$ cat config.mk
export PLATFORM = sky130hd
export DESIGN_NAME = stuffed_crc16_frame_encoder_top
export DESIGN_NICKNAME = d
export VERILOG_FILES = /design/src/design/scfe_pkg.sv /design/src/design/scfe_front.sv /design/src/design/scfe_queue.sv /design/src/design/scfe_back.sv /design/src/design/stuffed_crc16_frame_encoder_top.sv
export SDC_FILE = /design/constraint.sdc
export NUM_CORES = 1
export LEC_CHECK = 0
export BUFFER_PORTS_ARGS = -buffer_cell sky130_fd_sc_hd__buf_4
export CORE_AREA = 3 3 108 110
export DETAILED_ROUTE_END_ITERATION = 12
export DIE_AREA = 0 0 111 113
export HOLD_SLACK_MARGIN = 0.08
export PLACE_DENSITY = 0.83
export SYNTH_ARGS = -nofsm -noshare
export SYNTH_HDL_FRONTEND = slang
export SYNTH_SLANG_ARGS = --single-unit
$ cat constraint.sdc
create_clock -name aclk -period 5.2 [get_ports aclk]
set_input_delay 0.78 -clock aclk [delete_from_list [all_inputs] [get_ports aclk]]
set_output_delay 0.78 -clock aclk [all_outputs]
set_load 0.005 [all_outputs]
$ cat src/design/scfe_pkg.sv
// Shared types, line codes and CRC-16 helpers for the stuffed CRC-16 frame encoder.
// Used by the front, queue and back modules; depends on nothing else.
`default_nettype none
package scfe_pkg;

    localparam logic [7:0]  FLAG_CODE = 8'h7E;
    localparam logic [7:0]  ESC_CODE  = 8'h7D;
    localparam logic [7:0]  ESC_XOR   = 8'h20;
    localparam logic [15:0] CRC_POLY  = 16'h1021;

    typedef struct packed {
        logic [7:0]  data;
        logic        first;
        logic        last;
        logic [15:0] crc;
    } cmd_t;

    typedef struct packed {
        logic empty;
        logic full;
    } queue_status_t;

    typedef enum logic [5:0] {
        PH_IDLE   = 6'b000001,
        PH_OPEN   = 6'b000010,
        PH_DATA   = 6'b000100,
        PH_CRC_LO = 6'b001000,
        PH_CRC_HI = 6'b010000,
        PH_CLOSE  = 6'b100000
    } phase_t;

    function automatic logic [15:0] crc_table_entry(input logic [7:0] high);
        logic [15:0] t;
        t = {high, 8'h00};
        for (int k = 0; k < 8; k++) begin
            t = t[15] ? ((t << 1) ^ CRC_POLY) : (t << 1);
        end
        return t;
    endfunction

    function automatic logic [15:0] crc_update(input logic [15:0] crc, input logic [7:0] b);
        return crc_table_entry(crc[15:8]) ^ {crc[7:0], 8'h00} ^ {8'h00, b};
    endfunction

endpackage
`default_nettype wire

$ cat src/design/scfe_front.sv
// Front end of the stuffed CRC-16 frame encoder: accepts raw bytes, tracks the
// open frame, runs the CRC and queues one command per kept byte. Uses scfe_pkg.
`default_nettype none
module scfe_front (
    input  wire logic                  aclk,
    input  wire logic                  aresetn,
    input  wire logic                  s_tvalid,
    output logic                       s_tready,
    input  wire logic [7:0]            s_tdata,
    input  wire logic                  s_tlast,
    input  wire logic                  s_tuser,
    input  wire scfe_pkg::queue_status_t q_status,
    output logic                       push,
    output scfe_pkg::cmd_t             push_cmd
);

    logic        in_frame_reg;
    logic        in_frame_next;
    logic [15:0] crc_reg;
    logic [15:0] crc_next;
    logic        accept;

    assign s_tready = !q_status.full;
    assign accept   = s_tvalid && s_tready;

    always_comb begin
        in_frame_next = in_frame_reg;
        crc_next      = crc_reg;
        push          = 1'b0;
        if (accept && (s_tuser || in_frame_reg)) begin
            push          = 1'b1;
            crc_next      = scfe_pkg::crc_update(s_tuser ? 16'h0000 : crc_reg, s_tdata);
            in_frame_next = !s_tlast;
        end
        push_cmd.data  = s_tdata;
        push_cmd.first = s_tuser;
        push_cmd.last  = s_tlast;
        push_cmd.crc   = crc_next;
    end

    always_ff @(posedge aclk) begin
        if (!aresetn) begin
            in_frame_reg <= 1'b0;
            crc_reg      <= 16'h0000;
        end else begin
            in_frame_reg <= in_frame_next;
            crc_reg      <= crc_next;
        end
    end

endmodule
`default_nettype wire

$ cat src/design/scfe_queue.sv
// Small command queue between the front and back of the frame encoder.
// Holds scfe_pkg::cmd_t entries; depends on scfe_pkg.
`default_nettype none
module scfe_queue #(
    parameter int DEPTH = 4
) (
    input  wire logic                  aclk,
    input  wire logic                  aresetn,
    input  wire logic                  push,
    input  wire scfe_pkg::cmd_t        push_cmd,
    input  wire logic                  pop,
    output scfe_pkg::cmd_t             pop_cmd,
    output scfe_pkg::queue_status_t    status
);

    localparam int PTR_W = (DEPTH > 1) ? $clog2(DEPTH) : 1;
    localparam int CNT_W = $clog2(DEPTH + 1);

    scfe_pkg::cmd_t mem_reg [DEPTH];
    logic [PTR_W-1:0] wr_ptr_reg;
    logic [PTR_W-1:0] wr_ptr_next;
    logic [PTR_W-1:0] rd_ptr_reg;
    logic [PTR_W-1:0] rd_ptr_next;
    logic [CNT_W-1:0] count_reg;
    logic [CNT_W-1:0] count_next;
    logic             do_push;
    logic             do_pop;

    assign status.empty = (count_reg == '0);
    assign status.full  = (count_reg == CNT_W'(DEPTH));
    assign do_push      = push && !status.full;
    assign do_pop       = pop && !status.empty;
    assign pop_cmd      = mem_reg[rd_ptr_reg];

    always_comb begin
        wr_ptr_next = wr_ptr_reg;
        rd_ptr_next = rd_ptr_reg;
        count_next  = count_reg;
        if (do_push) begin
            wr_ptr_next = (wr_ptr_reg == PTR_W'(DEPTH - 1)) ? '0 : wr_ptr_reg + 1'b1;
        end
        if (do_pop) begin
            rd_ptr_next = (rd_ptr_reg == PTR_W'(DEPTH - 1)) ? '0 : rd_ptr_reg + 1'b1;
        end
        if (do_push && !do_pop) begin
            count_next = count_reg + 1'b1;
        end else if (do_pop && !do_push) begin
            count_next = count_reg - 1'b1;
        end
    end

    always_ff @(posedge aclk) begin
        if (do_push) begin
            mem_reg[wr_ptr_reg] <= push_cmd;
        end
    end

    always_ff @(posedge aclk) begin
        if (!aresetn) begin
            wr_ptr_reg <= '0;
            rd_ptr_reg <= '0;
            count_reg  <= '0;
        end else begin
            wr_ptr_reg <= wr_ptr_next;
            rd_ptr_reg <= rd_ptr_next;
            count_reg  <= count_next;
        end
    end

endmodule
`default_nettype wire

$ cat src/design/scfe_back.sv
// Back end of the frame encoder: walks each queued command through its line bytes
// (opening flag on a first byte, stuffed data, and on a last byte the stuffed CRC and
// closing flag) into an output register. Depends on scfe_pkg.
`default_nettype none
module scfe_back (
    input  wire logic                  aclk,
    input  wire logic                  aresetn,
    input  wire scfe_pkg::cmd_t        pop_cmd,
    input  wire scfe_pkg::queue_status_t q_status,
    output logic                       pop,
    output logic                       m_tvalid,
    input  wire logic                  m_tready,
    output logic [7:0]                 m_tdata,
    output logic                       m_tlast,
    output logic                       m_tuser
);

    scfe_pkg::phase_t phase_reg;
    scfe_pkg::phase_t phase_next;
    scfe_pkg::phase_t step_phase;
    scfe_pkg::cmd_t   cmd_reg;
    scfe_pkg::cmd_t   cmd_next;
    logic             esc_reg;
    logic             esc_next;
    logic             m_tvalid_reg;
    logic             m_tvalid_next;
    logic [7:0]       m_tdata_reg;
    logic [7:0]       m_tdata_next;
    logic             m_tlast_reg;
    logic             m_tlast_next;
    logic             m_tuser_reg;
    logic             m_tuser_next;
    logic             advance;
    logic [7:0]       cur_byte;
    logic             stuffable;
    logic             done;

    assign m_tvalid = m_tvalid_reg;
    assign m_tdata  = m_tdata_reg;
    assign m_tlast  = m_tlast_reg;
    assign m_tuser  = m_tuser_reg;
    assign advance  = !m_tvalid_reg || m_tready;

    always_comb begin
        cur_byte   = scfe_pkg::FLAG_CODE;
        stuffable  = 1'b0;
        done       = 1'b0;
        step_phase = scfe_pkg::PH_IDLE;
        unique case (phase_reg)
            scfe_pkg::PH_OPEN: begin
                step_phase = scfe_pkg::PH_DATA;
            end
            scfe_pkg::PH_DATA: begin
                cur_byte  = cmd_reg.data;
                stuffable = 1'b1;
                done      = !cmd_reg.last;
                step_phase = cmd_reg.last ? scfe_pkg::PH_CRC_LO : scfe_pkg::PH_IDLE;
            end
            scfe_pkg::PH_CRC_LO: begin
                cur_byte   = cmd_reg.crc[7:0];
                stuffable  = 1'b1;
                step_phase = scfe_pkg::PH_CRC_HI;
            end
            scfe_pkg::PH_CRC_HI: begin
                cur_byte   = cmd_reg.crc[15:8];
                stuffable  = 1'b1;
                step_phase = scfe_pkg::PH_CLOSE;
            end
            scfe_pkg::PH_CLOSE: begin
                done = 1'b1;
            end
            default: begin
                step_phase = scfe_pkg::PH_IDLE;
            end
        endcase
    end

    always_comb begin
        phase_next    = phase_reg;
        cmd_next      = cmd_reg;
        esc_next      = esc_reg;
        pop           = 1'b0;
        m_tvalid_next = m_tvalid_reg && !m_tready;
        m_tdata_next  = m_tdata_reg;
        m_tlast_next  = m_tlast_reg;
        m_tuser_next  = m_tuser_reg;
        unique case (phase_reg)
            scfe_pkg::PH_IDLE: begin
                if (!q_status.empty) begin
                    pop        = 1'b1;
                    cmd_next   = pop_cmd;
                    phase_next = pop_cmd.first ? scfe_pkg::PH_OPEN : scfe_pkg::PH_DATA;
                end
            end
            scfe_pkg::PH_OPEN, scfe_pkg::PH_DATA, scfe_pkg::PH_CRC_LO,
            scfe_pkg::PH_CRC_HI, scfe_pkg::PH_CLOSE: begin
                if (advance) begin
                    m_tvalid_next = 1'b1;
                    if (stuffable && !esc_reg &&
                        (cur_byte == scfe_pkg::FLAG_CODE || cur_byte == scfe_pkg::ESC_CODE)) begin
                        m_tdata_next = scfe_pkg::ESC_CODE;
                        m_tlast_next = 1'b0;
                        m_tuser_next = 1'b0;
                        esc_next     = 1'b1;
                    end else begin
                        m_tdata_next = esc_reg ? (cur_byte ^ scfe_pkg::ESC_XOR) : cur_byte;
                        m_tlast_next = (phase_reg == scfe_pkg::PH_CLOSE);
                        m_tuser_next = done;
                        esc_next     = 1'b0;
                        phase_next   = step_phase;
                        if (done) begin
                            phase_next = scfe_pkg::PH_IDLE;
                            if (!q_status.empty) begin
                                pop        = 1'b1;
                                cmd_next   = pop_cmd;
                                phase_next = pop_cmd.first ? scfe_pkg::PH_OPEN
                                                           : scfe_pkg::PH_DATA;
                            end
                        end
                    end
                end
            end
            default: begin
                phase_next = scfe_pkg::PH_IDLE;
                esc_next   = 1'b0;
            end
        endcase
    end

    always_ff @(posedge aclk) begin
        cmd_reg      <= cmd_next;
        m_tdata_reg  <= m_tdata_next;
        m_tlast_reg  <= m_tlast_next;
        m_tuser_reg  <= m_tuser_next;
    end

    always_ff @(posedge aclk) begin
        if (!aresetn) begin
            phase_reg    <= scfe_pkg::PH_IDLE;
            esc_reg      <= 1'b0;
            m_tvalid_reg <= 1'b0;
        end else begin
            phase_reg    <= phase_next;
            esc_reg      <= esc_next;
            m_tvalid_reg <= m_tvalid_next;
        end
    end

endmodule
`default_nettype wire

$ cat src/design/stuffed_crc16_frame_encoder_top.sv
// Top level of the stuffed CRC-16 frame encoder: front, command queue and back.
// Depends on scfe_pkg, scfe_front, scfe_queue and scfe_back.
// Path: with the back end idle, an accepted raw byte passes the queue, the back
// end's command register and the output register before its first line byte
// shows. Throughput: the back end emits one line byte per cycle while m_tready
// holds; the queue of QUEUE_DEPTH commands absorbs the bursts.
// Reset: synchronous on aresetn low; clears the open-frame mark, CRC, queue, back-end phase and output valid.
`default_nettype none
module stuffed_crc16_frame_encoder_top #(
    parameter int QUEUE_DEPTH = 4
) (
    input  wire logic       aclk,
    input  wire logic       aresetn,
    input  wire logic       s_tvalid,
    output logic            s_tready,
    input  wire logic [7:0] s_tdata,   // [7:0] data_byte
    input  wire logic       s_tlast,
    input  wire logic       s_tuser,   // [0] frame_first
    output logic            m_tvalid,
    input  wire logic       m_tready,
    output logic [7:0]      m_tdata,   // [7:0] out_byte
    output logic            m_tlast,
    output logic            m_tuser    // [0] run_last
);

    scfe_pkg::queue_status_t q_status;
    scfe_pkg::cmd_t          push_cmd;
    scfe_pkg::cmd_t          pop_cmd;
    logic                    push;
    logic                    pop;

    scfe_front u_front (
        .aclk     (aclk),
        .aresetn  (aresetn),
        .s_tvalid (s_tvalid),
        .s_tready (s_tready),
        .s_tdata  (s_tdata),
        .s_tlast  (s_tlast),
        .s_tuser  (s_tuser),
        .q_status (q_status),
        .push     (push),
        .push_cmd (push_cmd)
    );

    scfe_queue #(
        .DEPTH (QUEUE_DEPTH)
    ) u_queue (
        .aclk     (aclk),
        .aresetn  (aresetn),
        .push     (push),
        .push_cmd (push_cmd),
        .pop      (pop),
        .pop_cmd  (pop_cmd),
        .status   (q_status)
    );

    scfe_back u_back (
        .aclk     (aclk),
        .aresetn  (aresetn),
        .pop_cmd  (pop_cmd),
        .q_status (q_status),
        .pop      (pop),
        .m_tvalid (m_tvalid),
        .m_tready (m_tready),
        .m_tdata  (m_tdata),
        .m_tlast  (m_tlast),
        .m_tuser  (m_tuser)
    );

endmodule
`default_nettype wire

==> results of run 1 <==
[per-layer routing]
| metal | part of all wire [%] | wire [µm] | vias to the layer above | track usage (%) |
|---|---|---|---|---|
| li1 | - | - | 1746 | - |
| met1 | 42 | 5600 | 1897 | 29.1 |
| met2 | 51 | 6760 | 110 | 37.2 |
| met3 | 4.5 | 593 | 20 | 6.26 |
| met4 | 1.9 | 252 | 0 | 8.62 |
| met5 | 0 | 0 | - | 0 |
[area by class of cell]
cell class                 count  area, µm²  area share (%)
sequential                   173       4860            61.6
multi-input combinational    242       2040            25.9
clock buffer                  18        428            5.43
timing repair buffer          31        233            2.95
tap                          140        175            2.22
clock inverter                14        115            1.46
inverter                       9       33.8           0.429
[path summary, 6_finish.rpt]
kind	slack, ns	start	endpoint
hold / removal	0.47	s_tlast	u_queue.mem_reg[3][16]
setup reg to reg	1.39	u_back.phase_reg[4]	u_queue.count_reg[2]
hold reg to reg	0.51	u_queue.rd_ptr_reg[1]	u_queue.rd_ptr_reg[1]
setup / recovery	1.39	u_back.phase_reg[4]	u_queue.count_reg[2]
[stage by stage]
step	setup WS (ns)	cells	power [mW]	util [%]
6_report	1.39	627	3.73	73.0
5_1_grt	1.11	627	3.90	73.0
4_1_cts	1.41	627	3.76	73.0
3_5_place_dp	1.47	595	2.60	68.0
3_3_place_gp	1.66	595	2.58	68.0
2_1_floorplan	2.02	451	2.40	-
[logic make-up (layout without fill, tap and decap cells)]
family                     after synthesis  after routing  synth area share (%)
muxes                                   35             35                  9.58
AOI/OAI and AO/OA                       61             61                  5.88
buffers and inverters                   36             72                  2.43
xor gates and xnor gates                27             27                  3.35
DFF                                    173            173                  68.7
adders and majority gates                7              7                  1.35
and+or+nand+nor                        112            112                  8.70
[power groups by stage]
stage          Combinational, mW  Clock, mW  Sequential (mW)
6_report                   0.655       1.16             1.92
5_1_grt                    0.715       1.24             1.95
4_1_cts                    0.657       1.17             1.93
3_5_place_dp               0.646          0             1.95
3_3_place_gp               0.630          0             1.95
2_1_floorplan              0.552          0             1.85
[synthesized netlist by cell type, types with 3 or more instances]
library cell  number  share of area, %
a21boi_0           3              0.32
a21oi_1            9              0.64
a22o_1             3              0.37
a22oi_1            6              0.64
and2_1            21               1.9
and3_1             3              0.27
buf_1              3              0.16
buf_6              4              0.64
clkbuf_1          17              0.90
dfxtp_1           34               9.6
edfxtp_1         139                59
ha_1               6               1.1
inv_1              8              0.43
mux2i_1            8               1.1
mux4_2            26               8.3
nand2_1           33               1.8
nand3_1            3              0.21
nand3b_1           5              0.53
nor2_1            16              0.85
nor2b_1            7              0.62
nor3_1             4              0.28
o211ai_1           3              0.32
o21ai_0           17               1.2
o31ai_1            8              0.85
or3_1              4              0.35
xnor2_1           19               2.4
xor2_1             8              0.99
==> results.txt, run 1 <==
Status - finished clean
Iter 0 DRT Violations - 273
Part of the cycle the worst path needs - 73.2%
Area Overhead vs Synth - 11.6%
First-pass GRT wire length - 21.2 mm
Fin nets - 495
Syn Area/Cell - 15.7 µm²
Main synth FF type - edfxtp_1
Post-cts sizing count - 0
Highest-count cells in the layout ignoring fill and taps - 139 x edfxtp_1, 33 x nand2_1, 33 x dfxtp_1
Chip Height - 113 µm
Final Cell Area - 7880 µm²
Most common cell after layout, fill and taps aside - edfxtp_1
# IOs - 26
Net switching power - 1.02 mW
Syn Nets - 472
Antenna cells - 0
WP data arrival - 4.26 ns
RSZ-0062 raised after global routing - false
Drt total wl - 13.2 mm
Internal - 2.72 mW
Least-Margin Pin Slew - 1.00 ns
Core region area - 10800 µm²
EDFF count, synth - 139
Post-placement cell area - 7340 µm²
CTS tree - built
Sw Ratio - 27.3%
Synth Instances - 451
Synth Warn # - 0
CP required - 5.66 ns
FILL cells - 636
Final TNS setup - 0 ns
CP Buf/Inv Count - 1
Levels on crit path - 12
GPL Wtd Cong - 0.871
Antenna viol nets, final - 0
Reg2reg path depth - 12
Vias in the first global route - 3942
Max-cap violation count - 0
Final Skew - 0.00669 ns
Max FFs per register - 104
Achievable Freq - 263 MHz
Port Buf Inserts - 25
Wire length per cell - 21.1 µm
# clock sinks - 173
Die Width - 111 µm
Mapped Area - 7060 µm²
Starting Density - 65.5%
Share of power burned in registers - 51.5%
Share of post-route cells with drive strength above 1 - 20.7%
Worst vdd ir - 0.256 mV
Unique masters post-synth - 58
#FFs+latches synth - 173
Remaining DRCs - 0
DR vias/cell - 6.02
Worst hold stages - 1
Fin. max-slew vios - 0
Row count - 38
Crit path launch type - flop
Final Hold Violating Endpoints - 0
DP HPWL - 8.29 mm
Clock share of power - 30.9%
Antenna violations before repair - 0
Root Driver - clkbuf_8
Hold Path Class - in2reg
Setup Fix Bufs, Post-CTS - 0
CTS Hold Bufs - 0
Ys async rst share - 0%
Crit path max-delay family - simple AND/OR/NAND/NOR gates
Final min period - 3.81 ns
Total GRT Usage - 22.6%
Critical path cell sequence - nor2b_1 > a22oi_1 > o211ai_1 > and4_1 > and3_1 > a2bb2oi_2 > ha_1 > inv_1 > fa_1 > xor2_1 > or3_1 > a21oi_1
WS Path Type - reg2reg
Slowest cell on crit path - nor2b_1
Leakage Power - 2.65 nW
Die area - 12500 µm²
H-tree depth - 4
Crit path largest cell delay - 0.56 ns
Total grt overflow - 0
CP Capture Type - flop
Via Count - 3773
Normalized max-slew margin - 33.3%
Drt first pass iters - 4
Largest net degree at the start of global routing - 37
Ratio of total power to cell area - 474 nW/µm²
Final setup viols - 0
Clk_lat worst skew - 0.53 ns
Clock slew at reported path FFs - 0.07 ns
Hold Slack - 0.465 ns
Longest Clk Path Bufs - 2
Total clock buffers created by CTS - 17
Critical Path Fanout Max - 12
Register area share after synthesis - 68.7%
Combinational Power Share - 17.5%
Note: power is estimated with default switching activity, not from simulation.
==> run 2, diff against run 1 <==
--- a/config.mk
+++ b/config.mk
@@ -5,12 +5,13 @@
 export SDC_FILE = /design/constraint.sdc
 export NUM_CORES = 1
 export LEC_CHECK = 0
+export ABC_AREA = 1
 export BUFFER_PORTS_ARGS = -buffer_cell sky130_fd_sc_hd__buf_4
-export CORE_AREA = 3 3 108 110
+export CORE_AREA = 3 3 118 120
 export DETAILED_ROUTE_END_ITERATION = 12
-export DIE_AREA = 0 0 111 113
+export DIE_AREA = 0 0 121 123
 export HOLD_SLACK_MARGIN = 0.08
-export PLACE_DENSITY = 0.83
+export PLACE_DENSITY = 0.74
 export SYNTH_ARGS = -nofsm -noshare
 export SYNTH_HDL_FRONTEND = slang
 export SYNTH_SLANG_ARGS = --single-unit
==> constraint.sdc (replaced) <==
create_clock -name aclk -period 3.47 [get_ports aclk]
set_input_delay 0.5205 -clock aclk [delete_from_list [all_inputs] [get_ports aclk]]
set_output_delay 0.5205 -clock aclk [all_outputs]
set_load 0.005 [all_outputs]
==> run 2 against run 1 <==
  * Power up 63%
  * Die area up 19%
  * Setup slack got worse by 0.86 ns
  * Combinational power rose by 110%
  * Sequential share of layout area is 1.6 points lower
  * Maximum frequency grew 30%
  * Largest cell class unchanged
  * Critical endpoint unchanged
  * Wire length rose by 7.1%
==> results.txt, run 2 <==
Fin nets - 662 (+34%)
Mapped Area - 7100 µm² (+0.51%)
Highest-count cells in the layout ignoring fill and taps - 139 x edfxtp_1, 88 x nor2_1, 72 x o21ai_0
Part of the cycle the worst path needs - 84.6% (+11 points)
Leakage Power - 2.93 nW (+11%)
Main synth FF type - edfxtp_1
Reg2reg path depth - 18 (+6)
First-pass GRT wire length - 22.9 mm (+7.7%)
Total grt overflow - 0 (unchanged)
Cell taking the most area after synthesis - edfxtp_1
Share of the synthesized area in the top cell type - 58.8% (-0.30 points)
Most common cell after layout, fill and taps aside - edfxtp_1
Total GRT Usage - 20.6% (-2.0 points)
Total clock buffers created by CTS - 17 (unchanged)
Clock slew at reported path FFs - 0.06 ns (about the same)
R2R Path End - u_queue.count_reg[2]
Synth Instances - 610 (+35%)
Origin of the worst min-delay path - s_tlast
Sw Ratio - 30.2% (+3.0 points)
# IOs - 26 (unchanged)
Via Count - 4558 (+21%)
Drt total wl - 14.2 mm (+7.1%)
Antenna viol nets, final - 0 (unchanged)
Final Hold Violating Endpoints - 0 (unchanged)
Iter 0 DRT Violations - 442 (+62%)
# clock sinks - 173 (unchanged)
Ratio of total power to cell area - 751 nW/µm² (+59%)
FILL cells - 998 (+57%)
#FFs+latches synth - 173 (unchanged)
Least-Margin Pin Slew - 0.838 ns (-0.163 ns)
Worst hold stages - 1 (unchanged)
R2R Setup Slk - 0.53 ns (-0.86 ns)
H-tree depth - 4 (unchanged)
Synth top cells by count - 139 x edfxtp_1, 92 x nor2_1, 72 x o21ai_0
Post-cts sizing count - 0 (unchanged)
Final Skew - 0.00650 ns (-0.000192 ns)
Drt first pass iters - 5 (+1)
CP startpoint - u_back.phase_reg[1]
Post-route insts no fill - 830 (+32%)
CTS tree - built
Die area - 14900 µm² (+19%)
Chip Height - 123 µm (+8.8%)
Synth Warn # - 0 (unchanged)
Remaining DRCs - 0 (unchanged)
Hold Path Class - in2reg
Combinational Power Share - 22.6% (+5.1 points)
Row count - 42 (+11%)
Setup Fix Bufs, Post-CTS - 0 (unchanged)
CP Capture Type - flop
Final worst setup slack - 0.534 ns (-0.861 ns)
CP required - 3.78 ns (-1.88 ns)
Critical Path Fanout Max - 12 (unchanged)
WS Path Type - reg2reg
Starting Density - 54.3% (-11 points)
Net switching power - 1.84 mW (+80%)
Worst vdd ir - 0.382 mV (+49%)
Syn Area/Cell - 11.6 µm² (-26%)
Status - finished clean
Longest Clk Path Bufs - 2 (unchanged)
Crit path launch type - flop
Root Driver - clkbuf_16
Placed cell count - 798 (+34%)
Normalized max-slew margin - 44.1% (+11 points)
Max FFs per register - 104 (unchanged)
Post-layout util - 61.8% (-11 points)
GPL Wtd Cong - 0.961 (+10%)
Unique masters post-synth - 35 (-40%)
Achievable Freq - 341 MHz (+30%)
Area Overhead vs Synth - 13.9%
EDFF count, synth - 139 (unchanged)
RSZ-0062 raised after global routing - false
Top post-synthesis cells by area - edfxtp_1 59%, dfxtp_1 9.6%, o21ai_0 5.1%, nor2_1 4.9%, nand2_1 3.0%
Register area share after synthesis - 68.4% (-0.35 points)
Vias in the first global route - 4498 (+14%)
Final setup viols - 0 (unchanged)
Antenna cells - 0 (unchanged)
CTS Hold Bufs - 0 (unchanged)
Most common cell in the synthesized netlist - edfxtp_1
Clk_lat worst skew - 0.42 ns (-0.11 ns)
Hold EP - u_queue.mem_reg[3][16]
Ys async rst share - 0% (unchanged)
Core region area - 13100 µm² (+21%)
Hold Slack - 0.312 ns (-0.153 ns)
DR vias/cell - 5.49 (-8.7%)
Pre-CTS WS - 0.540 ns (-0.934 ns)
Internal - 4.24 mW (+56%)
Clock share of power - 30.1% (-0.8 points)
Port Buf Inserts - 25 (unchanged)
Final min period - 2.94 ns (-0.869 ns)
DP HPWL - 9.16 mm (+10%)
Antenna violations before repair - 0 (unchanged)
Final TNS setup - 0 ns (unchanged)
Fin. max-slew vios - 0 (unchanged)
Syn Nets - 631 (+34%)
Share of power burned in registers - 47.4% (-4.1 points)
Largest net degree at the start of global routing - 53 (+43%)
WP data arrival - 3.24 ns (-1.02 ns)
Origin of the critical flop-to-flop path - u_back.phase_reg[1]
Max-cap violation count - 0 (unchanged)
Die Width - 121 µm (+9.0%)
Wire length per cell - 17.0 µm (-19%)
Share of post-route cells with drive strength above 1 - 14.8% (-5.9 points)
[run 2: cell count changes after synthesis, moves of 15 or more]
cell     change
nor2_1      +76
o21ai_0     +55
inv_1       +39
o22ai_1     +30
mux4_2      -26
nand2_1     +24
nand4_1     +16
and2_1      -15
xnor2_1     -15
[run 2: metal layers]
| layer | global-route usage [%] | vias to the layer above | share of wire (%) |
|---|---|---|---|
| li1 | - | 2191 | - |
| met1 | 26.5 | 2189 | 44 |
| met2 | 33.4 | 146 | 48 |
| met3 | 3.89 | 32 | 4.8 |
| met4 | 11.1 | 0 | 3.2 |
| met5 | 0 | - | 0 |
[run 2: area by class of cell]
type	instances	area, µm²	area share (%)
clock inverter	6	85.1	1.05
clock buffer	26	489	6.05
timing repair buffer	35	275	3.40
inverter	53	201	2.49
tap	176	220	2.72
sequential	173	4850	60.0
multi-input combinational	361	1960	24.2
[run 2: worst max path at each step]
stage               slack [ns]                    end  cells past startpoint
floorplan                 0.75  u_queue.mem_reg[0][0]                      4
global placement          0.62   u_queue.count_reg[2]                     18
detailed placement        0.54   u_queue.count_reg[2]                     18
CTS                       0.52   u_queue.count_reg[2]                     18
global route              0.21   u_queue.count_reg[2]                     18
finish                    0.53   u_queue.count_reg[2]                     18
[run 2: worst max-delay path: stages (launching register included)]
cell and delay [ns]:
dfxtp_1 0.35, nor2_4 0.30, nand3_2 0.20, clkinv_2 0.10, nand2_1 0.05, nand4_1 0.12, nand2_1 0.08, nor2_2 0.18
nand2_4 0.10, nand2_4 0.07, nand2_2 0.06, nand2_4 0.08, ha_1 0.14, inv_1 0.07, fa_1 0.43, a21oi_1 0.15
o21ai_0 0.11, o21ai_0 0.16, a21oi_1 0.06
[run 2: cells by family after synthesis]
logic type | share of synthesized area, %
flops | 68.4
fa+ha+maj | 1.34
buf+inv | 4.18
simple gates | 14.2
compound gates | 9.59
xor+xnor | 2.34
[run 2: power by group through the flow]
| stage | Combinational (mW) | Sequential, mW | Clock [mW] |
|---|---|---|---|
| 3_5_place_dp | 1.37 | 2.92 | 0 |
| 2_1_floorplan | 0.960 | 2.85 | 0 |
| 3_3_place_gp | 1.32 | 2.91 | 0 |
| 5_1_grt | 1.55 | 2.90 | 1.97 |
| 4_1_cts | 1.38 | 2.88 | 1.86 |
| 6_report | 1.37 | 2.88 | 1.83 |
[run 2: through the flow]
step / power (mW) / area, µm²
finish: 6.08 / 8090
global route: 6.42 / 8090
CTS: 6.11 / 8090
detailed placement: 4.29 / 7510
global placement: 4.23 / 7510
floorplan: 3.81 / 7100
==> run 3, diff against run 2 <==
==> constraint.sdc (replaced) <==
create_clock -name aclk -period 2.5 [get_ports aclk]
set_input_delay 0.375 -clock aclk [delete_from_list [all_inputs] [get_ports aclk]]
set_output_delay 0.375 -clock aclk [all_outputs]
set_load 0.005 [all_outputs]
==> run 3 against run 2 <==
  * The run now ends with negative setup slack left
  * Cell count up 6.4%
  * Cell area up 6.8%
  * Global-route usage up 0.91 points
  * Clock power up 39%
  * Critical path type unchanged
  * Critical endpoint unchanged
==> results.txt, run 3 (synthesis gave the netlist of run 2 again) <==
Status - complete, but fails checks
Failing checks - negative setup slack
Worst vdd ir - 0.684 mV (+79%)
Final Skew - 0.00769 ns (+0.00119 ns)
Fin. max-slew vios - 0 (unchanged)
Multi-input logic area - 2030 µm² (+3.4%)
Row count - 42 (unchanged)
# clock sinks - 173 (unchanged)
GPL Wtd Cong - 0.870 (-9.5%)
Clk_lat worst skew - 0.43 ns (about the same)
Critical Path Fanout Max - 4 (-8)
Via Count - 4731 (+3.8%)
Longest Clk Path Bufs - 2 (unchanged)
Core region area - 13100 µm² (unchanged)
# IOs - 26 (unchanged)
Largest net degree at the start of global routing - 39 (-26%)
Least-Margin Pin Slew - 0.593 ns (-0.245 ns)
CTS tree - built
Slowest cell on crit path - dfxtp_4
Post-layout util - 66.0% (+4.2 points)
Crit path launch type - flop
CP Capture Type - flop
FILL cells - 962 (-3.6%)
Area Overhead vs Synth - 21.6%
Drt first pass iters - 5 (unchanged)
Root Driver - clkbuf_16
First-pass GRT wire length - 23.9 mm (+4.8%)
Most common cell after layout, fill and taps aside - edfxtp_1
DP HPWL - 9.53 mm (+4.1%)
Hold Path Class - in2reg
H-tree depth - 4 (unchanged)
Max FFs per register - 104 (unchanged)
Drt total wl - 15.1 mm (+6.9%)
Max-cap violation count - 0 (unchanged)
Critical path cell sequence - nor2_4 > buf_6 > nand4_1 > nand2_1 > nor2_1 > nor2_2 > nand3_1 > nor2_2 > nand2_4 > nand2_4 > nand2_4 > nand2_4 > ha_4 > inv_2 > fa_2 > a21oi_2 > o21ai_1 > o21ai_1 > a21oi_1
Leakage Power - 3.20 nW (+9.3%)
Vias in the first global route - 4639 (+3.1%)
Antenna viol nets, final - 0 (unchanged)
Clock slew at reported path FFs - 0.06 ns (about the same)
Crit path largest cell delay - 0.37 ns (-0.06 ns)
Port Buf Inserts - 25 (unchanged)
Fin nets - 715 (+8.0%)
Total GRT Usage - 21.5% (+0.91 points)
Final setup viols - 1 (+1)
WS Path Type - reg2reg
Total clock buffers created by CTS - 17 (unchanged)
Die Width - 121 µm (unchanged)
Pre-CTS WS - -0.195 ns (-0.735 ns)
Post-placement cell area - 7790 µm² (+3.7%)
Total grt overflow - 0 (unchanged)
Final Cell Area - 8630 µm² (+6.8%)
Reg2reg path depth - 19 (+1)
Iter 0 DRT Violations - 520 (+18%)
Starting Density - 54.3% (unchanged)
Part of the cycle the worst path needs - 101% (+16 points)
RSZ-0062 raised after global routing - true
CP required - 2.81 ns (-0.97 ns)
Highest-count cells in the layout ignoring fill and taps - 139 x edfxtp_1, 86 x nor2_1, 81 x buf_4
Final worst setup slack - -0.0139 ns (-0.548 ns)
CP most frequent cell - nand2_4
Achievable Freq - 398 MHz (+17%)
WP data arrival - 2.83 ns (-0.41 ns)
Sequential Area - 4870 µm² (+0.26%)
Remaining DRCs - 0 (unchanged)
Wire length per cell - 17.1 µm (+0.50%)
Share of post-route cells with drive strength above 1 - 24.6% (+9.8 points)
Final Hold Violating Endpoints - 0 (unchanged)
Ratio of total power to cell area - 1050 nW/µm² (+40%)
Final min period - 2.51 ns (-0.422 ns)
Antenna violations before repair - 0 (unchanged)
Antenna cells - 0 (unchanged)
Die area - 14900 µm² (unchanged)
Worst hold stages - 1 (unchanged)
Chip Height - 123 µm (unchanged)
DR vias/cell - 5.36 (-2.4%)
Normalized max-slew margin - 60.1% (+16 points)
-- run 3: changes by cell type in the layout (fill, tap and decap cells not counted), sizes merged --
| cell | delta |
|---|---|
| clkinv | +1 |
| clkinvlp | +2 |
| buf | +51 |
| clkbuf | -3 |
| inv | +3 |
| bufinv | -1 |
-- run 3: power breakdown --
| part | internal [mW] | total [mW] | switching (mW) |
|---|---|---|---|
| registers | 3.76 | 4.01 | 0.248 |
| logic | 1.02 | 2.54 | 1.51 |
| clock network | 1.46 | 2.54 | 1.08 |
| total | 6.24 | 9.08 | 2.84 |
-- run 3: through the flow --
stage               TNS [ns]  hold WS (ns)  power, mW  cells
floorplan              -8.27         0.445       5.30    610
global placement      -0.190         0.472       6.15    835
detailed placement    -0.313         0.476       6.22    835
CTS                  -0.0138         0.138       8.91    881
global route          -0.326         0.145       9.56    883
finish               -0.0139         0.156       9.08    883
-- run 3: repair_timing --
action,in CTS,in global routing
buffers inserted,14,2
gates resized for setup,26,6
gates cloned,0,2
pin swaps,17,11
hold buffers,0,0
setup endpoints to repair,2,28
-- run 3: layer usage --
metal,vias to the layer above,wire length (µm),track usage [%],share of wire [%]
met5,-,0,0,0
met4,0,190,6.37,1.3
met3,15,800,5.44,5.3
met2,131,7630,35.9,50
met1,2284,6510,28.2,43
li1,2301,-,-,-
-- run 3: worst paths after layout --
check,start,to,slack (ns)
max,u_back.phase_reg[3],u_queue.count_reg[2],-0.01
min,s_tdata[1],u_queue.mem_reg[2][19],0.16
max reg2reg,u_back.phase_reg[3],u_queue.count_reg[2],-0.01
min reg2reg,u_front.in_frame_reg,u_front.in_frame_reg,0.49
-- run 3: worst max-delay path: cells and delay by family, from the launching register on --
family,cells,cell delay [ns]
flops,1,0.37
compound gates,4,0.39
simple gates,11,1.02
buf+inv,2,0.16
fa+ha+maj,2,0.47
-- run 3: cell type report --
| cell class | count | share of cell area (%) |
|---|---|---|
| multi-input cells | 361 | 23.5 |
| repair buffers | 88 | 8.48 |
| inverters | 53 | 2.45 |
| clock buffers | 21 | 5.45 |
| flip-flops and latches | 173 | 56.4 |
| well taps | 176 | 2.55 |
| clock inverters | 11 | 1.20 |
